<file path="src/hdl/bwf_pkg.sv">
// Shared types, constants and helper functions for the boson wavefunction force block.
package bwf_pkg;

  localparam int MAX_PARTICLES = 32;
  localparam int COORD_W       = 32;
  localparam int IDX_W         = $clog2(MAX_PARTICLES);
  localparam int CNT_W         = $clog2(MAX_PARTICLES + 1);
  localparam int ADDR_W        = IDX_W + 1;
  localparam int POS_W         = 3 * COORD_W;

  localparam logic [1:0] REG_ALPHA_XY    = 2'd0;
  localparam logic [1:0] REG_ALPHA_Z     = 2'd1;
  localparam logic [1:0] REG_CORE_RADIUS = 2'd2;
  localparam logic [1:0] REG_NUM_DIMS    = 2'd3;

  // multiply-divide unit: true divide, or product scaled down by a fixed shift
  typedef enum logic [1:0] {MD_DIV, MD_SHR16, MD_SHR30} md_mode_t;

  localparam logic [63:0] ONE_Q30   = 64'h0000_0000_4000_0000;
  localparam logic [63:0] HALF_Q30  = 64'h0000_0000_2000_0000;
  localparam logic [63:0] LOG2E_Q30 = 64'd1549082005;
  localparam logic [63:0] TERM_CAP  = 64'h0100_0000_0000_0000;
  localparam logic [63:0] ONE_Q16   = 64'h0000_0000_0001_0000;
  localparam logic [63:0] TWO_Q16   = 64'h0000_0000_0002_0000;

  typedef struct packed {
    logic signed [31:0] pos_x;
    logic signed [31:0] pos_y;
    logic signed [31:0] pos_z;
    logic               last_particle;
  } in_item_t;

  typedef struct packed {
    logic [5:0]         particle_index;
    logic signed [31:0] force_x;
    logic signed [31:0] force_y;
    logic signed [31:0] force_z;
    logic [30:0]        amplitude;
    logic               overlap;
    logic               last_result;
  } out_item_t;

  typedef struct packed {
    logic [31:0] alpha_xy;
    logic [31:0] alpha_z;
    logic [31:0] core_radius;
    logic [1:0]  num_dims;
  } cfg_t;

  typedef struct packed {
    logic             bank;
    logic [CNT_W-1:0] count;
  } job_t;

  typedef struct packed {
    logic              we;
    logic [ADDR_W-1:0] addr;
    logic [POS_W-1:0]  data;
  } store_wr_t;

  function automatic logic [63:0] sat_add(input logic [63:0] x, input logic [63:0] y);
    logic [64:0] s;
    s = {1'b0, x} + {1'b0, y};
    return s[64] ? '1 : s[63:0];
  endfunction

  // 2^(-2^-(i+1)) in Q0.30
  function automatic logic [29:0] pow2_frac(input logic [3:0] idx);
    logic [29:0] v;
    unique case (idx)
      4'd0:  v = 30'd759250125;
      4'd1:  v = 30'd902905651;
      4'd2:  v = 30'd984625594;
      4'd3:  v = 30'd1028218693;
      4'd4:  v = 30'd1050733751;
      4'd5:  v = 30'd1062109164;
      4'd6:  v = 30'd1067911080;
      4'd7:  v = 30'd1070838486;
      4'd8:  v = 30'd1072289173;
      4'd9:  v = 30'd1073015252;
      4'd10: v = 30'd1073378477;
      4'd11: v = 30'd1073560135;
      4'd12: v = 30'd1073650976;
      4'd13: v = 30'd1073696399;
      4'd14: v = 30'd1073719111;
      4'd15: v = 30'd1073730468;
      default: v = 30'd0;
    endcase
    return v;
  endfunction

  function automatic logic signed [COORD_W-1:0] coord_sel(input logic [POS_W-1:0] p,
                                                          input logic [1:0] d);
    logic signed [COORD_W-1:0] c;
    unique case (d)
      2'd0:    c = p[0 +: COORD_W];
      2'd1:    c = p[COORD_W +: COORD_W];
      2'd2:    c = p[2*COORD_W +: COORD_W];
      default: c = '0;
    endcase
    return c;
  endfunction

endpackage

</file>
<file path="src/hdl/bwf_front.sv">
// Input side: takes position transfers, fills the store and queues evaluation jobs.
module bwf_front (
  input  logic               clk,
  input  logic               rst,
  input  logic               in_valid,
  output logic               in_ready,
  input  bwf_pkg::in_item_t  in_data,
  output bwf_pkg::store_wr_t store_wr,
  output logic               job_push,
  output bwf_pkg::job_t      job,
  input  logic               job_done
);
  import bwf_pkg::*;

  logic [CNT_W-1:0] count;
  logic             bank;
  logic [1:0]       pending;
  logic [1:0]       pending_next;
  logic             xfer;
  logic             room;

  // two banks: a job holds its bank until its last result is out
  assign in_ready = (pending != 2'd2);
  assign xfer     = in_valid && in_ready;
  assign room     = (count < CNT_W'(MAX_PARTICLES));
  assign job_push = xfer && in_data.last_particle;

  always_comb begin
    store_wr.we   = xfer && room;
    store_wr.addr = {bank, count[IDX_W-1:0]};
    store_wr.data = {in_data.pos_z[COORD_W-1:0], in_data.pos_y[COORD_W-1:0],
                     in_data.pos_x[COORD_W-1:0]};
    job.bank      = bank;
    job.count     = room ? count + CNT_W'(1) : count;
    pending_next  = pending + {1'b0, job_push} - {1'b0, job_done};
  end

  always_ff @(posedge clk) begin
    if (rst) begin
      count   <= '0;
      bank    <= 1'b0;
      pending <= 2'd0;
    end else begin
      pending <= pending_next;
      if (xfer) begin
        if (in_data.last_particle) begin
          count <= '0;
          bank  <= ~bank;
        end else if (room) begin
          count <= count + CNT_W'(1);
        end
      end
    end
  end

  a_pending_max: assert property (@(posedge clk) disable iff (rst) pending != 2'd3)
    else $error("more jobs outstanding than store banks");
  a_done_owned: assert property (@(posedge clk) disable iff (rst)
    job_done |-> pending != 2'd0)
    else $error("job finished with none outstanding");

endmodule

</file>
<file path="config.mk">
export PLATFORM = sky130hd
export DESIGN_NAME = bwf_front
export DESIGN_NICKNAME = d
export VERILOG_FILES = /design/src/hdl/bwf_pkg.sv /design/src/hdl/bwf_front.sv
export SDC_FILE = /design/constraint.sdc
export NUM_CORES = 1
export LEC_CHECK = 0
export BUFFER_PORTS_ARGS = -buffer_cell sky130_fd_sc_hd__buf_2
export CORE_AREA = 3 3 80 82
export CTS_CLUSTER_SIZE = 16
export DETAILED_ROUTE_END_ITERATION = 7
export DIE_AREA = 0 0 83 85
export PLACE_DENSITY_LB_ADDON = 0.25
export SLEW_MARGIN = 20
export SYNTH_ARGS = -nofsm -noshare
export SYNTH_HDL_FRONTEND = slang
export SYNTH_SLANG_ARGS = --single-unit
</file>
<file path="constraint.sdc">
create_clock -name clk -period 3.65 [get_ports clk]
set_input_delay 0.5475 -clock clk [delete_from_list [all_inputs] [get_ports clk]]
set_output_delay 0.5475 -clock clk [all_outputs]
set_load 0.05 [all_outputs]
</file>
* Yosys cells after proc, flatten, opt, wreduce, memory -nomap -nowiden
Cells that the tools add are included.
** Word-level totals
- Register bits after elaboration :: 9
- Input bits :: 101
- Output and inout port bits :: 112
- Logic and storage cells :: 15
** Operators by class
- Add/subtract/negate cells :: 3
- $lt $le $gt $ge :: 1
- Equality and inequality tests :: 1
- Mux-type cells :: 2
- Bitwise operators :: 1
- Reduce and logical (&&, ||, !) cells :: 4
** Operators by type and width (number)
- $mux W6 :: 2
- $add A6 B1 Y6 const B :: 1
- $lt A6 B6 Y1 const B :: 1
- $logic_and A1 B1 Y1 :: 3
- $add A2 B1 Y2 :: 1
- $ne A2 B2 Y1 const B :: 1
- $reduce_and A2 Y1 :: 1
- $sub A2 B1 Y2 :: 1
- $not A1 Y1 :: 1

* Longest topological paths before layout
Gate-level depths: netlist (run 1).
- Depth after elaboration :: 5
- Depth in mapped cells :: 7
- Depth with buffers taken out :: 7

* Worst setup path after synthesis (run 1)
No wires, ideal clock.
- Path type :: register to output
- From :: reg count[0]
- To :: out job[4] in the netlist's numbering
- Arrival :: 1594 ps
- Required time :: 3102 ps
- Path slack :: 1509 ps
- Cell stages (with the launch flop) :: 4
- Path buffers :: 0
- Path through :: dfxtp_1 > ha_1 > nand4b_1 > xnor2_1
** RTL lines
- from (decl) :: RTL line bwf_front.sv:15 : logic [CNT_W-1:0] count;
- from (signal assigned) :: RTL line bwf_front.sv:50 : count <= count + CNT_W'(1);
- to (decl) :: RTL line bwf_front.sv:10 : output bwf_pkg::job_t job,

==> reports/summary.md, run 1 <==
For hold timing, the worst endpoint is bank. The post-synthesis share of cell area spent on xor and xnor gates is 0.0330, and the synthesized cell area is 0.00133 mm2. For the floorplan die area, the log shows 0.00706 mm2.

The tools report the kind of start point of the critical path as a register. In this run the count of I/O pins placed on the die edge is 213. The kind of critical path is register to output pin. The number of fillers in the final layout was 686. The largest single stage delay on the critical path is 0.54 ns.

The number of antenna diodes in the final layout is 0. In this run the most critical hold path is launched from bank. The peak fanout along the critical path is 11, and the worst IR drop on VDD is 0.0777 mV. The multiplexer fraction of the synthesized cell area was 0.00849.

The share of the cycle needed by the critical path after routing works out to 0.594. The core region is 0.00582 mm2. The run finished with clean final reports. The normalized max-slew margin was 0.568. The root buffer cell chosen for the clock tree is sky130_fd_sc_hd__clkbuf_8. TritonCTS built the clock tree.

The run gives 77 as the initial DRC count. By area, the combinational part of the netlist is dominated by buffers and inverters. For the share of total power in sequential cells, the log shows 0.349. The detailed-route DRC error count came out at 0. The first global-routing pass estimated 3700 um of wire. Before antenna repair, the detailed router went through 4 iterations. The die boundary height came out at 85 um.

After layout, the worst setup slack is 1.48 ns. At the worst endpoint, the arrival time is 1.62 ns. The net count of the finished layout is 190.

The worst setup path is captured at an output pin. In the layout the commonest cells are 20 x sky130_fd_sc_hd__buf_2, 9 x sky130_fd_sc_hd__dfxtp_1. The worst hold path was traced through 2 stages. For this block, the routed nets add up to 2600 um of wire. The logs give 0 for the post-cts gate resize count and 0.709 for the global placer's final weighted congestion.

Static timing analysis puts the maximum clock frequency at 461 MHz. The combined global-route utilization of all metal layers is 0.0687, and the count of endpoints failing hold in the final timing report is 0. The detailed-route via count was 654; the cell count after synthesis was 167. In the routed layout, each cell is associated on average with a via count of 4.09.

For this design, the slowest cell found on the critical path is sky130_fd_sc_hd__nor2b_1. On the final layout, the worst clock skew is 0.00433 ns. The portion of total power attributed to combinational logic is 0.285, and the count of unique library cells instantiated by Yosys is 32. The flip-flop and latch count after synthesis came out at 9. The longest clock path from root to sink contains 2 buffers. The path class of the tightest hold or removal check is register to register. The largest net degree at the start of global routing is 12. Input and output buffers added on the ports amount to 20.

The net switching fraction of the power came out at 0.353. The run gives 0.329 nW as the static leakage. In this design, the largest share of critical-path delay is due to simple AND/OR/NAND/NOR gates.

Setup repair after global routing left no endpoint under its margin. The critical path goes through nor2b_1 > inv_2 > nand2_1 > nor2_1 > buf_2. The layout cell share with drive strength beyond 1 is 0.306, and the simple logic cell fraction of the synthesized area is 0.121.

The total number of placement rows was 28; the clock power share was 0.366. Buffers inserted during clock tree synthesis total 3. Compared with the post-synthesis result, the final layout area differs by -41.8%.

The clock input transition at the sequential cells of the worst setup and hold paths works out to 0.04 ns. The data required time at the worst endpoint is 3.10 ns, and the register-to-register setup slack is 1.78 ns. The compound-gate portion of the synthesized area came out at 0.0613. The later-pin clock latency in the skew report came out at 0.23 ns. The reg-to-reg critical path startpoint is pending[1]. After clock tree synthesis, the setup repair step added 0 buffers.

Max-slew violation total from the final report: 0. The starting utilization of the core area is 0.228. Across the run, the number of max-cap violations was 0. The run gives 271 as the post-synthesis net count. The number of buffers and inverters on the critical path is 2. For this run, the number of Yosys warnings is 0.

The endpoint identified for the worst register-to-register timing path is pending[1]. For the number of global-route vias before repair, the log shows 626. Total power for the finished layout comes to 318 uW. The transition time of the tightest slew-check pin is 0.646 ns, and the post-detailed-route count of antenna-violating nets is 0.

After routing, the total negative slack on setup checks comes to 0 ns. In this run the horizontal extent of the chip is 83 um. The synthesized area per cell is 7.94 um2. Dividing the detail-routed wire length by the instance count gives 16.2 um. The run gives 0 as the initial antenna violation count. The sequential-to-total area share from yosys stat was 0.136. The total congestion overflow after global routing is 0, and the placement-stage worst setup slack is 1.74 ns.

The number of levels the H-tree was split into is 1, and the share of synthesized cell area in full adder, half adder and majority cells is 0.0283. The power density over the cells is 412 mW/mm2. The detailed placement HPWL was 2150 um; the hold buffer count at cts was 0. The switching power total was 112 uW; the internal power contribution was 206 uW.

The final critical-path required period is 2.17 ns, and the count of clock tree sinks is 9. The most common cell after layout, fill and taps aside is sky130_fd_sc_hd__buf_2. The number of setup violations in the final report is 0. The worst register-to-register path has a depth of 6.
[stage by stage]
step | hold WS [ns] | instance area, um2 | instances | utilization
2_1_floorplan | 0.472 | 1330 | 167 | -
6_report | 0.509 | 772 | 160 | 0.133
3_5_place_dp | 0.504 | 727 | 156 | 0.125
3_3_place_gp | 0.485 | 727 | 156 | 0.125
5_1_grt | 0.557 | 772 | 160 | 0.133
4_1_cts | 0.513 | 772 | 160 | 0.133
[worst reg2reg max path, delay by kind of cell, from the launching register on]
| kind | cells | cell delay [ns] |
|---|---|---|
| AND/OR/NAND/NOR | 4 | 1.05 |
| adder cells (fa/ha/maj) | 1 | 0.26 |
| flip-flops | 1 | 0.33 |
| XOR/XNOR | 1 | 0.15 |
[sequential cells by signal, summed over array words and instances (netlist names)]
register,count
count,6
pending,2
bank,1
[worst max-delay path by stage]
stage,to,from,depth (start not counted),slack [ns]
after detailed placement,store_wr[102],pending[1],5,1.74
after floorplan,job[4],count[0],3,1.51
final,store_wr[102],pending[1],5,1.48
after global placement,store_wr[102],pending[1],5,1.78
after CTS,store_wr[102],pending[1],5,1.48
after global routing,store_wr[102],pending[1],5,1.31
[routing by layer]
layer,global-route usage,up-vias,part of all wire
li1,-,276,-
met4,0.0684,0,0.081
met3,0.0583,28,0.18
met2,0.106,61,0.47
met1,0.0508,289,0.28
met5,0,-,0
[synth_stat cells (all sizes together)]
cell	number	area [um2]
xor2	1	8.76
dfxtp	9	180
nand2	2	7.51
nor4	1	6.26
or3	1	6.26
xnor2	4	35.0
nand3	1	5.00
nor3	1	5.00
clkbuf	1	3.75
and2	1	6.26
o31ai	1	7.51
a31oi	2	12.5
nand3b	2	15.0
nor4bb	1	10.0
a21o	1	7.51
ha	3	37.5
nand4b	3	26.3
a21oi	3	15.0
inv	5	18.8
nor2	4	15.0
and3	1	6.26
or4b	2	20.0
a31o	1	8.76
buf	105	790
mux2	1	11.3
nor2b	4	25.0
o21ai	4	20.0
nand2b	1	6.26
a32o	1	10.0
[cell type report]
type                    instances  area, um2  area share
flip-flops and latches          9        180       0.233
inverters                       5       18.8      0.0243
multi-input cells              47        334       0.433
repair buffers                 20        100       0.130
clock buffers                   4       45.0      0.0583
well taps                      75       93.8       0.122
[cells by family (layout without fill, tap and decap cells)]
group                      after synthesis  after routing
muxes                                    1              1
adders and majority gates                3              3
xor gates and xnor gates                 5              5
and+or+nand+nor                         25             25
buffers and inverters                  111             29
DFF                                      9              9
AOI/OAI and AO/OA                       13             13
[power by group through the flow]
| stage | Sequential, mW | Combinational, mW | Clock (mW) |
|---|---|---|---|
| 5_1_grt | 0.112 | 0.0981 | 0.130 |
| 2_1_floorplan | 0.111 | 0.360 | 0 |
| 4_1_cts | 0.111 | 0.0918 | 0.122 |
| 3_3_place_gp | 0.112 | 0.0904 | 0 |
| 6_report | 0.111 | 0.0906 | 0.117 |
| 3_5_place_dp | 0.113 | 0.0913 | 0 |
Note: power is estimated with default switching activity, not from simulation.
==> inputs of run 2 (changes only) <==
--- a/config.mk
+++ b/config.mk
@@ -5,11 +5,12 @@
 export SDC_FILE = /design/constraint.sdc
 export NUM_CORES = 1
 export LEC_CHECK = 0
+export ABC_AREA = 1
 export BUFFER_PORTS_ARGS = -buffer_cell sky130_fd_sc_hd__buf_2
-export CORE_AREA = 3 3 80 82
+export CORE_AREA = 3 3 81 83
 export CTS_CLUSTER_SIZE = 16
 export DETAILED_ROUTE_END_ITERATION = 7
-export DIE_AREA = 0 0 83 85
+export DIE_AREA = 0 0 84 86
 export PLACE_DENSITY_LB_ADDON = 0.25
 export SLEW_MARGIN = 20
 export SYNTH_ARGS = -nofsm -noshare
==> constraint.sdc (replaced) <==
create_clock -name clk -period 2.3 [get_ports clk]
set_input_delay 0.345 -clock clk [delete_from_list [all_inputs] [get_ports clk]]
set_output_delay 0.345 -clock clk [all_outputs]
set_load 0.05 [all_outputs]
==> run 2 against run 1 <==
  * Flip-flop and latch count did not move
  * Synthesized cell count rose by 6.6%
  * Critical path type unchanged
  * Clock skew decreased by 0.00090 ns
  * Critical path depth rose by 1
  * Hold slack worse by 0.091 ns
  * First-iteration DRC count down 57%
==> reports/summary.md, run 2 <==
Entering global routing, the biggest net connects 10 pins. The most frequent cell after synthesis was sky130_fd_sc_hd__buf_4. The first routing iteration left 33 violations.

The tools report the reg-to-reg critical path startpoint as pending[1]. Along the worst path, the maximum fanout reaches 5. The class of the worst hold path was input port to register.

The static leakage came out at 0.369 nW. The combined global-route utilization of all metal layers was 0.0613; the count of unique library cells instantiated by Yosys was 22. The die boundary height is 86 um, and the count of antenna diodes in the layout is 0. Counting the fill cells in the layout gives 670. The first TritonRoute pass finished after 3 iterations. The cell area after layout was 792 um2; the hold buffer count at cts was 0. The starting utilization of the core area is 0.225, and the normalized max-slew margin is 0.818.

Reg-to-reg critical path endpoint: pending[1]. The run gives 2 as the largest buffer count on any clock path. The placed instances occupy a cell area of 747 um2. For the core utilization of the finished layout, the log shows 0.134. After global routing the overflow that remains totals 0.

After clock tree synthesis, the clock-pin slew on the worst setup and hold paths is 0.05 ns. Fraction of synthesized cell area taken by the top area cell type: 0.581. The library cells used most frequently in the layout, excluding fill and tap cells, are 20 x sky130_fd_sc_hd__buf_2, 18 x sky130_fd_sc_hd__nand2_1, 9 x sky130_fd_sc_hd__dfxtp_1. The share of the cycle needed by the critical path after routing was 0.777; the register-to-register setup slack was 0.87 ns.

The tools report the clock tree root buffer cell as sky130_fd_sc_hd__clkbuf_8. Once routing completed, OpenROAD measured the worst setup slack at 0.513 ns. The global placer's final weighted congestion is 0.675, and the layout cell share with drive strength beyond 1 is 0.398. The synthesized cell area came out at 0.00133 mm2. The slowest stage cell on the critical path was sky130_fd_sc_hd__dfxtp_1. The combined area of the multi-input logic cells came out at 324 um2.

The register with the most flip-flops is count. The detailed-route via count was 590; the share of flip-flops with an asynchronous set or reset was 0. The logs give 0.00343 ns for the setup clock skew after layout and 2060 um for the total wirelength of the detailed-routed design. The die covers 0.00722 mm2. The synthesized area per cell is 7.47 um2. The count of cells along the worst hold path was 2; the sequential standard cell area was 180 um2. The startpoint of the lowest-slack hold path was rst.

The first global-routing pass estimated 3440 um of wire. In the final routed layout, each cell accounts on average for 11.9 um. The count of maximum capacitance violations came out at 0.

Setup repair after global routing left no endpoint under its margin. The detailed placement HPWL was 1620 um; the maximum single-stage delay on the critical path was 0.40 ns. The transition time of the tightest slew-check pin is 0.272 ns. Most common cell after layout, fill and taps aside: sky130_fd_sc_hd__buf_2. The number of flip-flops in the largest register is 6. The run finished with clean final reports.

Traced cell by cell, the critical path runs through ha_1 > inv_1 > nor2_1 > nand4_1 > nand2_2 > buf_2. The Yosys step of the flow raised 0 warnings. The data arrival time at the worst-slack endpoint came out at 1.44 ns. The run gives 0.135 as the sequential-to-total area share from yosys stat.

213 I/O pins were placed. For the count of endpoints failing hold in the final timing report, the log shows 0. The number of buffers and inverters on the critical path was 2. The worst hold path terminates at bank. Of all cell types, the one taking the most synthesized area is sky130_fd_sc_hd__buf_4. The number of setup violations in the final report was 0. The largest registers in the layout are count (6), pending (2), bank (1). The number of global-route vias before repair is 685, and the maximum clock frequency is 560 MHz. Timing analysis after detailed placement gives a worst setup slack of 0.746 ns.

From left edge to right edge, the die measures 84 um. Post-CTS repair changed the size of 0 cells. TritonCTS built the clock tree.

The worst-case IR drop observed on VDD is 0.184 mV. The number of synthesized flops with an enable pin is 0, and the final critical-path required period is 1.79 ns. In this run the remaining antenna-violating nets after routing total 0.

Synthesis inferred 9 register bits. The via-per-instance ratio was 3.41. The later-pin clock latency in the skew report is 0.23 ns. The buffers inserted during post-CTS setup optimization was 0.

By area the synthesized netlist is led by sky130_fd_sc_hd__buf_4 58%, sky130_fd_sc_hd__dfxtp_1 14%, sky130_fd_sc_hd__nand2_1 5.1%. The logs give 282 for the post-synthesis net count and 0.00592 mm2 for the area of the core. The tools report the data required time at the worst endpoint as 1.96 ns. The count of buffers added on input and output ports is 20.

The worst setup path is captured at an output pin. Most frequently used flop master after synthesis: sky130_fd_sc_hd__dfxtp_1. Summed over all failing endpoints, the final setup total negative slack is 0 ns. Dividing total power by cell area gives a power density of 654 mW/mm2.

For the total CTS buffers, the log shows 3. The commonest cells after synthesis are 103 x sky130_fd_sc_hd__buf_4, 18 x sky130_fd_sc_hd__nand2_1, 9 x sky130_fd_sc_hd__dfxtp_1. The run gives 0 as the initial antenna violation count.

For this run, design rule violations remaining after detail routing come to 0. The number of levels the H-tree was split into is 1. After technology mapping, the gate count stands at 178. The worst setup path is of the register to output pin kind. In this design, the largest share of critical-path delay is due to flip-flops. The count of clock tree sinks was 9; the growth of design area from synthesis to finish was -40.5%. The sum of internal, switching and leakage power was 518 uW; the max-slew violation total from the final report was 0.

The worst setup path is launched from a register. The number of cells on the critical path was 6. The worst reg-to-reg path cell count came out at 9. The net count of the finished layout came out at 203. The floorplan has 28 rows.
-- run 2: area by class of cell --
cell class / instances / share of cell area
sequential: 9 / 0.227
timing repair buffer: 20 / 0.126
tap: 75 / 0.118
multi-input combinational: 52 / 0.409
inverter: 13 / 0.0616
clock buffer: 4 / 0.0569
-- run 2: worst max path at each step --
| stage | start | to |
|---|---|---|
| after global routing | count[0] | job[2] |
| after CTS | count[0] | job[4] |
| final | count[0] | job[4] |
| after global placement | count[0] | job[4] |
| after detailed placement | count[0] | job[4] |
| after floorplan | pending[0] | store_wr[102] |
-- run 2: cell families (layout without fill, tap and decap cells) --
kind of cell | count (synthesis) | in the layout | share of synthesized area
flip-flops | 9 | 9 | 0.135
buffers and inverters | 117 | 37 | 0.621
adder cells (fa/ha/maj) | 3 | 3 | 0.0282
AO/OA/AOI/OAI | 8 | 8 | 0.0395
XOR/XNOR | 2 | 2 | 0.0132
AND/OR/NAND/NOR | 39 | 39 | 0.163
-- run 2: per-layer routing --
layer / vias to the layer above / wire length [um] / GRT usage
met2: 42 / 826 / 0.0803
li1: 281 / - / -
met3: 30 / 308 / 0.0451
met1: 237 / 731 / 0.0574
met5: - / 0 / 0
met4: 0 / 191 / 0.0702
-- run 2: metrics by stage --
step,std cells,hold slack (ns)
3_5_place_dp,169,0.520
2_1_floorplan,178,0.482
6_report,173,0.418
4_1_cts,173,0.419
5_1_grt,173,0.442
3_3_place_gp,169,0.518
-- run 2: power breakdown --
group | switching, mW | leakage [nW] | total [mW] | internal (mW)
Clock | 0.0656 | 0.0228 | 0.187 | 0.121
Sequential | 0.00950 | 0.0734 | 0.177 | 0.167
Combinational | 0.114 | 0.273 | 0.154 | 0.0406
