`config.mk`:
```
export PLATFORM = sky130hd
export DESIGN_NAME = bwf_jobq
export DESIGN_NICKNAME = d
export VERILOG_FILES = /design/src/hdl/bwf_pkg.sv /design/src/hdl/bwf_jobq.sv
export SDC_FILE = /design/constraint.sdc
export NUM_CORES = 1
export LEC_CHECK = 0
export ABC_CLOCK_PERIOD_IN_PS = 1800
export BUFFER_PORTS_ARGS = -buffer_cell sky130_fd_sc_hd__buf_2
export CORE_MARGIN = 1.5
export CORE_UTILIZATION = 50
export CTS_CLUSTER_DIAMETER = 120
export CTS_CLUSTER_SIZE = 10
export DETAILED_ROUTE_END_ITERATION = 12
export GPL_TIMING_DRIVEN = 0
export PLACE_DENSITY = 0.76
export SLEW_MARGIN = 40
export SYNTH_ARGS = -nofsm -noshare
export SYNTH_HDL_FRONTEND = slang
export SYNTH_SLANG_ARGS = --single-unit
```
`constraint.sdc`:
```
create_clock -name clk -period 1.8 [get_ports clk]
set_input_delay 0.18 -clock clk [delete_from_list [all_inputs] [get_ports clk]]
set_output_delay 0.18 -clock clk [all_outputs]
set_load 0.05 [all_outputs]
```
`src/hdl/bwf_pkg.sv`:
```
// Shared types, constants and helper functions for the boson wavefunction force block.
package bwf_pkg;

  localparam int MAX_PARTICLES = 32;
  localparam int COORD_W       = 32;
  localparam int IDX_W         = $clog2(MAX_PARTICLES);
  localparam int CNT_W         = $clog2(MAX_PARTICLES + 1);
  localparam int ADDR_W        = IDX_W + 1;
  localparam int POS_W         = 3 * COORD_W;

  localparam logic [1:0] REG_ALPHA_XY    = 2'd0;
  localparam logic [1:0] REG_ALPHA_Z     = 2'd1;
  localparam logic [1:0] REG_CORE_RADIUS = 2'd2;
  localparam logic [1:0] REG_NUM_DIMS    = 2'd3;

  // multiply-divide unit: true divide, or product scaled down by a fixed shift
  typedef enum logic [1:0] {MD_DIV, MD_SHR16, MD_SHR30} md_mode_t;

  localparam logic [63:0] ONE_Q30   = 64'h0000_0000_4000_0000;
  localparam logic [63:0] HALF_Q30  = 64'h0000_0000_2000_0000;
  localparam logic [63:0] LOG2E_Q30 = 64'd1549082005;
  localparam logic [63:0] TERM_CAP  = 64'h0100_0000_0000_0000;
  localparam logic [63:0] ONE_Q16   = 64'h0000_0000_0001_0000;
  localparam logic [63:0] TWO_Q16   = 64'h0000_0000_0002_0000;

  typedef struct packed {
    logic signed [31:0] pos_x;
    logic signed [31:0] pos_y;
    logic signed [31:0] pos_z;
    logic               last_particle;
  } in_item_t;

  typedef struct packed {
    logic [5:0]         particle_index;
    logic signed [31:0] force_x;
    logic signed [31:0] force_y;
    logic signed [31:0] force_z;
    logic [30:0]        amplitude;
    logic               overlap;
    logic               last_result;
  } out_item_t;

  typedef struct packed {
    logic [31:0] alpha_xy;
    logic [31:0] alpha_z;
    logic [31:0] core_radius;
    logic [1:0]  num_dims;
  } cfg_t;

  typedef struct packed {
    logic             bank;
    logic [CNT_W-1:0] count;
  } job_t;

  typedef struct packed {
    logic              we;
    logic [ADDR_W-1:0] addr;
    logic [POS_W-1:0]  data;
  } store_wr_t;

  function automatic logic [63:0] sat_add(input logic [63:0] x, input logic [63:0] y);
    logic [64:0] s;
    s = {1'b0, x} + {1'b0, y};
    return s[64] ? '1 : s[63:0];
  endfunction

  // 2^(-2^-(i+1)) in Q0.30
  function automatic logic [29:0] pow2_frac(input logic [3:0] idx);
    logic [29:0] v;
    unique case (idx)
      4'd0:  v = 30'd759250125;
      4'd1:  v = 30'd902905651;
      4'd2:  v = 30'd984625594;
      4'd3:  v = 30'd1028218693;
      4'd4:  v = 30'd1050733751;
      4'd5:  v = 30'd1062109164;
      4'd6:  v = 30'd1067911080;
      4'd7:  v = 30'd1070838486;
      4'd8:  v = 30'd1072289173;
      4'd9:  v = 30'd1073015252;
      4'd10: v = 30'd1073378477;
      4'd11: v = 30'd1073560135;
      4'd12: v = 30'd1073650976;
      4'd13: v = 30'd1073696399;
      4'd14: v = 30'd1073719111;
      4'd15: v = 30'd1073730468;
      default: v = 30'd0;
    endcase
    return v;
  endfunction

  function automatic logic signed [COORD_W-1:0] coord_sel(input logic [POS_W-1:0] p,
                                                          input logic [1:0] d);
    logic signed [COORD_W-1:0] c;
    unique case (d)
      2'd0:    c = p[0 +: COORD_W];
      2'd1:    c = p[COORD_W +: COORD_W];
      2'd2:    c = p[2*COORD_W +: COORD_W];
      default: c = '0;
    endcase
    return c;
  endfunction

endpackage

```
`src/hdl/bwf_jobq.sv`:
```
// Two-entry job queue between the input side and the evaluation engine.
module bwf_jobq (
  input  logic          clk,
  input  logic          rst,
  input  logic          push,
  input  bwf_pkg::job_t din,
  input  logic          pop,
  output bwf_pkg::job_t dout,
  output logic          not_empty
);
  import bwf_pkg::*;

  job_t       slots [2];
  logic       wr_ptr;
  logic       rd_ptr;
  logic [1:0] fill;

  assign not_empty = (fill != 2'd0);
  assign dout      = slots[rd_ptr];

  always_ff @(posedge clk) begin
    if (push) slots[wr_ptr] <= din;
  end

  always_ff @(posedge clk) begin
    if (rst) begin
      wr_ptr <= 1'b0;
      rd_ptr <= 1'b0;
      fill   <= 2'd0;
    end else begin
      if (push) wr_ptr <= ~wr_ptr;
      if (pop) rd_ptr <= ~rd_ptr;
      fill <= fill + {1'b0, push} - {1'b0, pop};
    end
  end

  a_no_overflow: assert property (@(posedge clk) disable iff (rst)
    push |-> (fill != 2'd2) || pop)
    else $error("job queue overflow");

endmodule

```
# [Yosys cells after proc, flatten, opt, wreduce, memory -nomap -nowiden]
# Memory sizes are Yosys's and may differ from the RTL's. A register that Yosys moved wholly into a read port is not among the register bits.
# Index checks and enable logic that the tools add are counted.
[word_totals] ff_bits=4 ramBits=14 in_bits=11 elab_cells=13 mem_count=1
[memory_table] memory="slots" depth=2 word_bits=7 rd=1 rd_clocked_by_memory_dff=1 write_ports=1 line_no="bwf_jobq.sv:13" text="job_t slots [2];"
[classes] n_addsub=2 n_mux=4 n_bitwise=2 reduce_logical=1
[op_table] op="1-bit 2-to-1 mux" count=4
[op_table] op="2-bit by 1-bit adder with 2-bit output" count=1
[op_table] op="1-bit inverter" count=2
[op_table] op="2-bit nonzero test" count=1
[op_table] op="2-bit by 1-bit subtractor with 2-bit output" count=1

# [Depth between registers and ports, before layout]
# Gate-level depths: netlist of the first run.
[depth] ltp_word=3 mapped_depth=6

# [Worst setup path after synthesis of the first run]
# Ideal clock, no wire load.
[synth_path] path_kind="register to register" startpoint="register fill[0]" endpoint="register fill[1]" t_arrival_ps=1000 required_ps=1690 slack_ps=690 path_stages_with_launch=7 period_less_slack_ps=1110 path_cell_list="dfxtp_1 -> inv_1 -> ha_1 -> inv_1 -> ha_1 -> xnor3_1 -> nor2_1"
[synth_via] elab_chain_len=2
[synth_lines] element="start: declaration" line_no="bwf_jobq.sv:16" text="logic [1:0] fill;"
[synth_lines] element="start signal: assignment" line_no="bwf_jobq.sv:33" text="fill <= fill + {1'b0, push} - {1'b0, pop};"
[synth_lines] element="2-bit by 1-bit adder with 2-bit output" line_no="bwf_jobq.sv:33"
[synth_lines] element="2-bit by 1-bit subtractor with 2-bit output" line_no="bwf_jobq.sv:33"
# Every way passes these cells.
# A chain may end at the register's enable or synchronous reset.

==> flow_summary.rst, run 1 <==
.. list-table::
   :header-rows: 1

   * - Metric
     - Value
   * - Number of sinks driven by the clock tree
     - 19
   * - Fillers
     - 108
   * - Simple logic cell fraction of the synthesized area
     - approximately 5.6%
   * - Global route overflow
     - 0
   * - Relative max-transition margin
     - 56.0%
   * - Critical setup path kind
     - flip-flop to output pin
   * - Run status
     - finished clean
   * - Cell depth of the worst hold path
     - 1
   * - Multi-input gate area
     - 184 µm²
   * - Number of antenna violations at the first check in global routing
     - 0
   * - Buffer type at the clock tree root
     - clkbuf_4
   * - Number of warnings issued by yosys
     - 0
   * - Total routed wirelength
     - between 1000 and 1500 µm
   * - Unrepaired setup endpoints after global routing
     - no
   * - Mux share of post-synthesis cell area
     - a little over a tenth
   * - Total design power
     - around 940 µW
   * - Net switching power figure
     - 267 µW
   * - Initial standard-cell utilization of the core
     - a little over half
   * - Post-synthesis sequential area ratio
     - between 70 and 80%
   * - Mean area per synthesized cell
     - 17.1 µm²
   * - Seq pwr share
     - about 55%
   * - Startpoint class of the critical path
     - flip-flop
   * - Endpoints failing hold
     - 0
   * - Std-Cell Core Area
     - 1320 µm²
   * - Ant. Diodes
     - 0
   * - Global-route wire length before repair
     - 1480 µm
   * - Actual slew at the worst max-slew pin
     - 659 ps
   * - Total number of vias
     - 381
   * - Combinational share of power
     - between 20% and 30%
   * - Maximum buffer depth of the clock tree
     - 2
   * - Max stage delay cell, worst path
     - mux2_2
   * - Final net count
     - 78
   * - Maximum resistive drop on vdd
     - 641 µV
   * - Startpoint of the lowest-slack register-to-register path
     - wr_ptr
   * - Die ar.
     - 1670 µm²
   * - Number of maximum-capacitance violations
     - 0
   * - Half-perimeter wire length of the detailed placement result
     - 779 µm
   * - Worst-case setup margin in the final layout
     - 277 ps
   * - Main combinational cell family by area after synthesis
     - multiplexers
   * - H-Tree Depth
     - 1
   * - Upper clock frequency limit
     - 657 MHz
   * - Post-Synth Adder-Cell Area
     - under 10%
   * - Area fraction in compound gates after synthesis
     - 0%
   * - Post-route clock period utilization
     - 84.6%
   * - Register area
     - 520 µm²
   * - Kind of path behind the tightest hold check
     - input port to flip-flop
   * - Place WS
     - roughly 570 ps
   * - Drt initial violations
     - 4
   * - Power Dens Cells
     - 1110 nW/µm²
   * - Synth Instances
     - 42
   * - Depth of the worst register-to-register path
     - 1
   * - Maximum fanout count along the critical path
     - 7
   * - Synthesized-area fraction occupied by xor and xnor cells
     - 5.58%
   * - Register-to-register setup slack
     - 570 ps
   * - Largest net degree at the start of global routing
     - 11
   * - Destination of the worst register-to-register timing path
     - slots[0][3]
   * - Post-route ant nets
     - 0
   * - Vertical extent of the die
     - ~41 µm
   * - Internal power consumption
     - 675 µW
   * - Finish-stage setup viols
     - 0
   * - Total number of placement rows
     - 13
   * - Fin Setup TNS
     - 0 ps
   * - DR DRC count
     - 0
   * - Area Growth Syn to Fin
     - 18.8%
   * - Ratio of cells with drive above 1 in the final layout
     - 46.9%
   * - Count of different cell masters after synthesis
     - 12
   * - Largest incremental delay on the critical path
     - 350 ps
   * - Setup clock skew after layout
     - 0.845 ps
   * - Number of clock buffers inserted by TritonCTS
     - 3
   * - Clock transition time at the flip-flop clock pins of the worst setup and hold paths
     - about 90 ps
   * - Critical path data arrival time
     - between 1000 and 1500 ps
   * - Aggregate global-route resource usage
     - 15.2%
   * - Hold Startpoint
     - din[4]
   * - Proportion of power drawn by the clock network
     - a little over a fifth
   * - Critical path buffers and inverters
     - 2
   * - Detail-routed via count per cell
     - 4.82
   * - Critical path endpoint
     - dout[4]
   * - Depth of the critical timing path with buffers and inverters included
     - 3
   * - Flip-flop and latch count after synthesis
     - 19
   * - Number of global-route vias before repair
     - 355
   * - Dominant delay contributor by cell family on the critical path
     - buffers and inverters
   * - Required time at the endpoint of the critical path
     - 1620 ps
   * - Post-synthesis instance area
     - 717 µm²
   * - Leakage Power
     - 0.000349 µW
   * - Count of cells resized by post-cts repair
     - 0
   * - Number of nets in the synthesized netlist
     - 55
   * - Post-CTS Hold Fix Bufs
     - 0
   * - Top Ports
     - 19
   * - Length of the first detailed-routing pass in iterations
     - 2
   * - Clock latency reported for the late side of the worst-skew pair
     - 280 ps
   * - Fraction of power spent switching nets
     - 28.4%
   * - CP cell instances
     - buf_2 -> mux2_2 -> buf_2
   * - CTS tree
     - done
   * - Post-CTS repair timing setup buffer count
     - 0
   * - Routed length per placed instance
     - roughly 13 µm
   * - Final period demand of the worst path
     - about 1500 ps
   * - Type of element capturing the critical path
     - output pin
   * - Cell type with the highest occurrence count on the critical path
     - buf_2
   * - DIE WIDTH
     - around 40 µm
   * - Number of input and output port buffers inserted
     - 18
   * - Slew Limit Fails
     - 0
   * - RD Place Congestion
     - 0.622
==> synthesized netlist by cell type, drive strengths merged <==
cell type | instances | area share [%]
inv | 2 | 1.0
xnor3 | 1 | 3.1
and2 | 1 | 0.87
mux2 | 7 | 11
buf | 1 | 0.70
nor2b | 2 | 1.7
ha | 2 | 3.5
dfxtp | 5 | 14
edfxtp | 14 | 59
or2 | 1 | 0.87
nor2 | 4 | 2.1
xnor2 | 2 | 2.4
==> cells by family after synthesis <==
logic type               count (synthesis)
adder cells (fa/ha/maj)                  2
XOR/XNOR                                 3
buffers and inverters                    3
flip-flops                              19
AND/OR/NAND/NOR                          8
multiplexers                             7
==> power groups by stage <==
stage	combinational [µW]	sequential (µW)	clock (µW)
CTS	222	523	210
detailed placement	221	533	0
finish	219	522	201
global placement	216	529	0
global route	234	526	230
floorplan	175	528	0
==> cell usage in the layout (no fill, tap or decap) <==
master,count
clkbuf_1,1
inv_1,2
ha_1,2
mux2_2,7
buf_2,19
clkbuf_4,3
or2_2,1
and2_1,1
nor2b_1,2
xnor2_1,2
dfxtp_1,5
nor2_1,4
edfxtp_1,14
xnor3_1,1
==> sequential cells by signal, indices dropped and copies added, names as in the netlist, named ones only <==
register  count
wr_ptr        1
slots        14
rd_ptr        1
fill          2
==> cell type report <==
cell class / count / share of cell area [%]
sequential: 19 / 61.1
multi-input combinational: 20 / 21.6
timing repair buffer: 18 / 10.6
buffer: 1 / 0.587
clock buffer: 4 / 3.08
tap: 15 / 2.20
inverter: 2 / 0.881
==> layer usage <==
metal	GRT usage [%]	wire, µm
met2	23.0	536
met5	0	0
met1	17.2	403
met3	3.26	58
met4	15.0	16
==> stage by stage <==
stage / instances / utilization [%] / cell area, µm² / hold WS [ps]
global placement: 75 / 62.7 / 826 / 368
CTS: 79 / 64.7 / 852 / 66.9
floorplan: 42 / - / 717 / 252
detailed placement: 75 / 62.7 / 826 / 372
finish: 79 / 64.7 / 852 / 77.3
global route: 79 / 64.7 / 852 / 56.2
==> worst min-delay path by stage <==
| stage | endpoint |
|---|---|
| 2_1_floorplan | fill[0] |
| 3_3_place_gp | slots[0][3] |
| 3_5_place_dp | slots[1][0] |
| 4_1_cts | slots[1][1] |
| 5_1_grt | slots[1][4] |
| 6_report | slots[1][4] |
(Power assumes the default switching activity.)
==> run 2, diff against run 1 <==
--- a/config.mk
+++ b/config.mk
@@ -5,15 +5,15 @@
 export SDC_FILE = /design/constraint.sdc
 export NUM_CORES = 1
 export LEC_CHECK = 0
-export ABC_CLOCK_PERIOD_IN_PS = 1800
+export ABC_CLOCK_PERIOD_IN_PS = 1500
 export BUFFER_PORTS_ARGS = -buffer_cell sky130_fd_sc_hd__buf_2
 export CORE_MARGIN = 1.5
-export CORE_UTILIZATION = 50
+export CORE_UTILIZATION = 48
 export CTS_CLUSTER_DIAMETER = 120
 export CTS_CLUSTER_SIZE = 10
 export DETAILED_ROUTE_END_ITERATION = 12
 export GPL_TIMING_DRIVEN = 0
-export PLACE_DENSITY = 0.76
+export PLACE_DENSITY = 0.74
 export SLEW_MARGIN = 40
 export SYNTH_ARGS = -nofsm -noshare
 export SYNTH_HDL_FRONTEND = slang
==> constraint.sdc (replaced) <==
create_clock -name clk -period 1.5 [get_ports clk]
set_input_delay 0.15 -clock clk [delete_from_list [all_inputs] [get_ports clk]]
set_output_delay 0.15 -clock clk [all_outputs]
set_load 0.05 [all_outputs]
==> run 2 against run 1 <==
  * Worst hold slack got worse by 33 ps
  * Register-to-register slack got worse by 300 ps
  * Sequential power increased by 20%
  * First-iteration DRC count increased by 50%
  * Clock power increased by 25%
  * Setup slack got worse by 200 ps
  * Final cell count unchanged
  * Clock-buffer cell count decreased by 1
  * Non-clock buffer count unchanged
  * Via count increased by 3.9%
==> flow_summary.rst, run 2 (same netlist as run 1, synthesis figures left out) <==
.. list-table::
   :header-rows: 1

   * - Metric
     - Value
   * - DR DRC count
     - 0 (unchanged)
   * - Die ar.
     - 1730 µm² (+3.9%)
   * - Final Util
     - 65.1% (+0.39 points)
   * - Placement-stage cell area
     - 826 µm² (unchanged)
   * - Destination of the worst register-to-register timing path
     - slots[0][0]
   * - Largest incremental delay on the critical path
     - 340 ps (about the same)
   * - Fillers
     - 94 (-13%)
   * - Maximum fanout count along the critical path
     - 7 (unchanged)
   * - Vertical extent of the die
     - 41.6 µm (+1.9%)
   * - Final net count
     - 78 (unchanged)
   * - Type of element capturing the critical path
     - output pin
   * - Run status
     - finished clean
   * - Unrepaired setup endpoints after global routing
     - no
   * - Power Dens Cells
     - 1320 nW/µm² (+19%)
   * - Combinational share of power
     - 24.2% (+1.0 points)
   * - Clock transition time at the flip-flop clock pins of the worst setup and hold paths
     - 110 ps (+20 ps)
   * - Number of input and output port buffers inserted
     - 18 (unchanged)
   * - Met3 Wirelength
     - 43 µm (-26%)
   * - Biggest register
     - slots
   * - Hold worst-path end
     - slots[0][6]
   * - Length of the first detailed-routing pass in iterations
     - 2 (unchanged)
   * - Critical path data arrival time
     - 1280 ps (-60 ps)
   * - Total design power
     - 1160 µW (+23%)
   * - Largest net degree at the start of global routing
     - 12 (+1)
   * - Detailed route wirelength on metal2
     - 499 µm (-6.9%)
   * - Most frequent standard cell in the layout excluding fill and tap cells
     - edfxtp_1
   * - Buffer type at the clock tree root
     - clkbuf_4
   * - Detail-routed via count per cell
     - 5.01 (+3.9%)
   * - Topmost layer with routed signal wires
     - met3
   * - Length of routed wiring on met1
     - 415 µm (+3.0%)
   * - DIE WIDTH
     - 41.6 µm (+1.9%)
   * - Area Growth Syn to Fin
     - 22.5%
   * - Global-route wire length before repair
     - 1750 µm (+19%)
   * - Top Ports
     - 19 (unchanged)
   * - Total number of placement rows
     - 13 (unchanged)
   * - Startpoint of the lowest-slack register-to-register path
     - wr_ptr
   * - Placed insts
     - 75 (unchanged)
   * - Maximum resistive drop on vdd
     - 754 µV (+18%)
   * - Post-route ant nets
     - 0 (unchanged)
   * - Total routed wirelength
     - 958 µm (-5.6%)
   * - Relative max-transition margin
     - 56.2% (+0.21 points)
   * - Std-Cell Core Area
     - 1350 µm² (+2.5%)
   * - Cell depth of the worst hold path
     - 1 (unchanged)
   * - Clock latency reported for the late side of the worst-skew pair
     - 290 ps (about the same)
   * - Startpoint class of the critical path
     - flip-flop
   * - Number of maximum-capacitance violations
     - 0 (unchanged)
   * - Dominant delay contributor by cell family on the critical path
     - flip-flops
   * - Slew Limit Fails
     - 0 (unchanged)
   * - Internal power consumption
     - 822 µW (+22%)
   * - Actual slew at the worst max-slew pin
     - 656 ps (-3.14 ps)
   * - Post-route design area
     - 878 µm² (+3.1%)
   * - Number of antenna violations at the first check in global routing
     - 0 (unchanged)
   * - Initial standard-cell utilization of the core
     - 53.1% (-1.3 points)
   * - Flip-flop count of the largest register, all copies and words added
     - 14 (unchanged)
   * - Commonest cells after routing, fill and taps aside
     - 14 x edfxtp_1, 11 x buf_2, 7 x mux2_2, 7 x buf_4
   * - Required time at the endpoint of the critical path
     - 1350 ps (-270 ps)
   * - Fraction of power spent switching nets
     - 28.9% (+0.52 points)
   * - Critical path buffers and inverters
     - 2 (unchanged)
   * - Net switching power figure
     - 334 µW (+25%)
   * - Proportion of power drawn by the clock network
     - 21.7% (+0.4 points)
   * - Number of cells in the finished layout apart from fillers
     - 79 (unchanged)
   * - Routed length per placed instance
     - 12.1 µm (-5.6%)
   * - CP cell instances
     - buf_6 -> mux2_2 -> buf_4
   * - Register-to-register setup slack
     - 270 ps (-300 ps)
   * - Total number of vias
     - 396 (+3.9%)
   * - Endpoints failing hold
     - 0 (unchanged)
   * - Seq pwr share
     - 54.1% (-1.3 points)
   * - Critical setup path kind
     - flip-flop to output pin
   * - Number of clock buffers inserted by TritonCTS
     - 3 (unchanged)
   * - Drt initial violations
     - 6 (+2)
   * - H-Tree Depth
     - 1 (unchanged)
   * - Leakage Power
     - 0.000359 µW (+3.0%)
   * - Registers with the most flip-flops
     - slots: 14 flops, fill: 2 flops
   * - RD Place Congestion
     - 0.659 (+5.9%)
   * - Depth of the worst register-to-register path
     - 1 (unchanged)
   * - Maximum buffer depth of the clock tree
     - 2 (unchanged)
   * - Kind of path behind the tightest hold check
     - input port to flip-flop
   * - Post-route clock period utilization
     - 95.1%
   * - Hold Startpoint
     - din[6]
   * - Post-CTS repair timing setup buffer count
     - 0 (unchanged)
   * - CTS tree
     - done
   * - Fin Setup TNS
     - 0 ps (unchanged)
   * - Ant. Diodes
     - 0 (unchanged)
   * - Global route overflow
     - 0 (unchanged)
   * - Setup clock skew after layout
     - 7.90 ps (+7.06 ps)
   * - Aggregate global-route resource usage
     - 13.7% (-1.5 points)
   * - Upper clock frequency limit
     - around 700 MHz
   * - Final period demand of the worst path
     - 1430 ps
   * - Max stage delay cell, worst path
     - dfxtp_2
   * - Number of global-route vias before repair
     - 415 (+17%)
   * - Half-perimeter wire length of the detailed placement result
     - 694 µm (-11%)
   * - Number of sinks driven by the clock tree
     - 19 (unchanged)
   * - Finish-stage setup viols
     - 0 (unchanged)
   * - Ratio of cells with drive above 1 in the final layout
     - 50.0% (+3.1 points)
==> run 2: cell types whose count changed in the layout (fill, tap and decap cells not counted), sizes merged <==
cell	delta
clkinv	+1
clkbuf	-1
==> run 2: routing by layer <==
layer,track usage (%),vias to the layer above
li1,-,193
met1,16.5,192
met2,22.8,11
met3,3.91,0
met4,5.81,0
met5,0,-
==> run 2: timing repair <==
item / CTS / global route
hold endpoints to repair: 0 / 0
resized for setup: 1 / 16
hold buffers: 0 / 0
setup endpoints to repair: 7 / 7
==> run 2: power groups by stage <==
| stage | clock network (µW) | registers, µW | logic, µW |
|---|---|---|---|
| floorplan | 0 | 634 | 210 |
| global placement | 0 | 636 | 261 |
| detailed placement | 0 | 637 | 267 |
| CTS | 259 | 626 | 270 |
| global route | 288 | 631 | 299 |
| finish | 251 | 626 | 280 |
==> run 2: stage by stage <==
step | hold WS [ps] | worst slack, ps
global placement | 338 | 307
global route | 21.7 | 12.3
finish | 44.7 | 74.1
detailed placement | 341 | 268
floorplan | 222 | 390
CTS | 35.6 | 20.7
==> run 2: cell type report <==
cell class,instances,area (µm²),share of cell area (%)
inverter,2,7.51,0.855
buffer,1,11.3,1.28
multi-input combinational,20,184,20.9
tap,15,18.8,2.14
sequential,19,522,59.4
clock buffer,3,22.5,2.56
clock inverter,1,5.00,0.570
timing repair buffer,18,108,12.3
==> run 2: worst max-delay path by stage <==
| stage | start | to | slack (ps) | cells past startpoint |
|---|---|---|---|---|
| final | flip-flop | dout[5] | 70 | 3 |
| after global routing | flip-flop | dout[5] | 10 | 3 |
| after CTS | flip-flop | dout[5] | 20 | 3 |
| after detailed placement | wr_ptr | slots[0][0] | 270 | 1 |
| after global placement | wr_ptr | slots[0][0] | 310 | 1 |
| after floorplan | fill[0] | fill[1] | 390 | 6 |
==> run 3, diff against run 2 <==
--- a/config.mk
+++ b/config.mk
@@ -6,14 +6,14 @@
 export NUM_CORES = 1
 export LEC_CHECK = 0
 export ABC_CLOCK_PERIOD_IN_PS = 1500
-export BUFFER_PORTS_ARGS = -buffer_cell sky130_fd_sc_hd__buf_2
+export CAP_MARGIN = 20
 export CORE_MARGIN = 1.5
-export CORE_UTILIZATION = 48
+export CORE_UTILIZATION = 50
 export CTS_CLUSTER_DIAMETER = 120
 export CTS_CLUSTER_SIZE = 10
 export DETAILED_ROUTE_END_ITERATION = 12
+export DONT_BUFFER_PORTS = 1
 export GPL_TIMING_DRIVEN = 0
-export PLACE_DENSITY = 0.74
 export SLEW_MARGIN = 40
 export SYNTH_ARGS = -nofsm -noshare
 export SYNTH_HDL_FRONTEND = slang
==> run 3 against run 2 <==
  * Sequential power is essentially flat
  * Maximum frequency rose by 0.68%
  * Sequential share of layout area up 2.4 points
  * Largest power group unchanged
  * Critical path type unchanged
  * Combinational power fell by 12%
  * Wire length is 4.8% higher
==> flow_summary.rst, run 3 (same netlist as run 1, synthesis figures left out) <==
.. list-table::
   :header-rows: 1

   * - Metric
     - Value
   * - Startpoint class of the critical path
     - flip-flop
   * - Biggest register
     - slots
   * - Placement-stage cell area
     - 736 µm² (-11%)
   * - Critical path data arrival time
     - 1270 ps (about the same)
   * - Run status
     - finished clean
   * - H-Tree Depth
     - 1 (unchanged)
   * - Global-route wire length before repair
     - 1560 µm (-11%)
   * - Std-Cell Core Area
     - 1320 µm² (-2.4%)
   * - RD Place Congestion
     - 0.601 (-8.8%)
   * - Vertical extent of the die
     - 40.9 µm (-1.9%)
   * - Unrepaired setup endpoints after global routing
     - no
   * - Top Ports
     - 19 (unchanged)
   * - Post-route clock period utilization
     - 94.4% (-0.65 points)
   * - Required time at the endpoint of the critical path
     - 1350 ps (about the same)
   * - Buffer type at the clock tree root
     - clkbuf_4
   * - Area Growth Syn to Fin
     - 17.5%
   * - Number of antenna violations at the first check in global routing
     - 0 (unchanged)
   * - Ratio of cells with drive above 1 in the final layout
     - 22.2% (-28 points)
   * - Type of element capturing the critical path
     - output pin
   * - Total number of placement rows
     - 13 (unchanged)
   * - Multi-input gate area
     - 184 µm² (unchanged)
   * - Post-CTS repair timing setup buffer count
     - 0 (unchanged)
   * - Post-route ant nets
     - 0 (unchanged)
   * - Power Dens Cells
     - 1310 nW/µm² (-0.43%)
   * - Number of sinks driven by the clock tree
     - 19 (unchanged)
   * - Most frequent standard cell in the layout excluding fill and tap cells
     - edfxtp_1
   * - Flip-flop count of the largest register, all copies and words added
     - 14 (unchanged)
   * - Ant. Diodes
     - 0 (unchanged)
   * - GRT busiest layer
     - met2
   * - Maximum buffer depth of the clock tree
     - 2 (unchanged)
   * - Number of clock buffers inserted by TritonCTS
     - 3 (unchanged)
   * - DIE WIDTH
     - 40.9 µm (-1.9%)
   * - Number of input and output port buffers inserted
     - 0 (-18)
   * - Drt initial violations
     - 5 (-1)
   * - Largest incremental delay on the critical path
     - 490 ps (+150 ps)
   * - Post-route design area
     - 842 µm² (-4.1%)
   * - Fillers
     - 98 (+4.3%)
   * - Number of maximum-capacitance violations
     - 0 (unchanged)
   * - Number of global-route vias before repair
     - 371 (-11%)
   * - Final net count
     - 68 (-13%)
   * - Max stage delay cell, worst path
     - mux2_2
   * - Commonest cells after routing, fill and taps aside
     - 14 x edfxtp_1, 8 x dlygate4sd3_1, 7 x mux2_2
   * - Final period demand of the worst path
     - 1420 ps (-9.68 ps)
   * - Maximum resistive drop on vdd
     - 789 µV (+4.7%)
   * - Clock transition time at the flip-flop clock pins of the worst setup and hold paths
     - 90 ps (-20 ps)
   * - Clock latency reported for the late side of the worst-skew pair
     - 280 ps (about the same)
   * - Kind of path behind the tightest hold check
     - input port to flip-flop
   * - Slew Limit Fails
     - 0 (unchanged)
   * - Register-to-register setup slack
     - 290 ps (+20 ps)
   * - Aggregate global-route resource usage
     - 15.7% (+2.0 points)
   * - Global route overflow
     - 0 (unchanged)
   * - Leakage Power
     - 0.000311 µW (-13%)
   * - Setup clock skew after layout
     - 1.95 ps (-5.95 ps)
   * - Routed length per placed instance
     - 14.6 µm (+20%)
   * - Upper clock frequency limit
     - 706 MHz (+0.68%)
   * - Met3 capacity usage during global routing
     - 5.43% (+1.5 points)
   * - Initial standard-cell utilization of the core
     - 54.4% (+1.3 points)
   * - Relative max-transition margin
     - 58.1% (+2.0 points)
   * - Finish-stage setup viols
     - 0 (unchanged)
   * - Critical setup path kind
     - flip-flop to output pin
   * - Actual slew at the worst max-slew pin
     - 627 ps (-29.6 ps)
   * - Global Route met1 Usage
     - 15.9% (-0.58 points)
   * - Met2 usage
     - 29.3% (+6.5 points)
   * - Registers with the most flip-flops
     - slots: 14 flops, fill: 2 flops
   * - Register area
     - 520 µm² (-0.24%)
   * - Maximum fanout count along the critical path
     - 7 (unchanged)
   * - Critical path buffers and inverters
     - 1 (-1)
   * - Largest net degree at the start of global routing
     - 11 (-1)
   * - Fin Setup TNS
     - 0 ps (unchanged)
   * - CP cell instances
     - buf_2 -> mux2_2
   * - DR DRC count
     - 0 (unchanged)
   * - Total number of vias
     - 352 (-11%)
   * - Count of cells resized by post-cts repair
     - 0 (-1)
   * - Dominant delay contributor by cell family on the critical path
     - multiplexers
   * - Endpoints failing hold
     - 0 (unchanged)
   * - Length of the first detailed-routing pass in iterations
     - 2 (unchanged)
   * - CTS tree
     - done
   * - Total routed wirelength
     - 1000 µm (+4.8%)
   * - Post-CTS Hold Fix Bufs
     - 8 (+8)
   * - Die ar.
     - 1670 µm² (-3.7%)
   * - Half-perimeter wire length of the detailed placement result
     - 741 µm (+6.7%)
   * - Detail-routed via count per cell
     - 5.10 (+1.8%)
## run 3: metrics by stage
| step | hold WS [ps] | utilization, % | std cells | power [µW] | setup slack [ps] |
|---|---|---|---|---|---|
| 4_1_cts | 29.6 | 63.9 | 69 | 1120 | 65.1 |
| 2_1_floorplan | 222 | - | 42 | 843 | 390 |
| 3_5_place_dp | 227 | 55.8 | 57 | 866 | 270 |
| 5_1_grt | 25.6 | 63.9 | 69 | 1160 | 27.6 |
| 3_3_place_gp | 222 | 55.8 | 57 | 855 | 333 |
| 6_report | 29.0 | 63.9 | 69 | 1100 | 83.8 |
## run 3: worst paths after layout
| path | cells after the start | end | start |
|---|---|---|---|
| setup / recovery | 2 | dout[2] | flip-flop |
| hold / removal | 2 | wr_ptr | push |
| hold reg to reg | 2 | rd_ptr | rd_ptr |
| setup reg to reg | 1 | slots[0][6] | wr_ptr |
## run 3: area by class of cell
type                       instances  area share, %
sequential                        19           61.8
multi-input combinational         20           21.8
timing repair buffer               8           9.51
clock buffer                       4           3.12
tap                               15           2.23
inverter                           2          0.892
buffer                             1          0.594
## run 3: per-layer routing
metal / part of all wire (%) / vias up
met5: 0 / -
met4: 0 / 0
met3: 6.6 / 0
met2: 59 / 12
met1: 34 / 165
li1: - / 175
## run 3: power by group
group / internal (µW) / switching (µW) / total [µW]
Sequential: 610 / 16.0 / 626
Combinational: 85.2 / 161 / 246
Clock: 103 / 129 / 232
Total: 798 / 306 / 1100
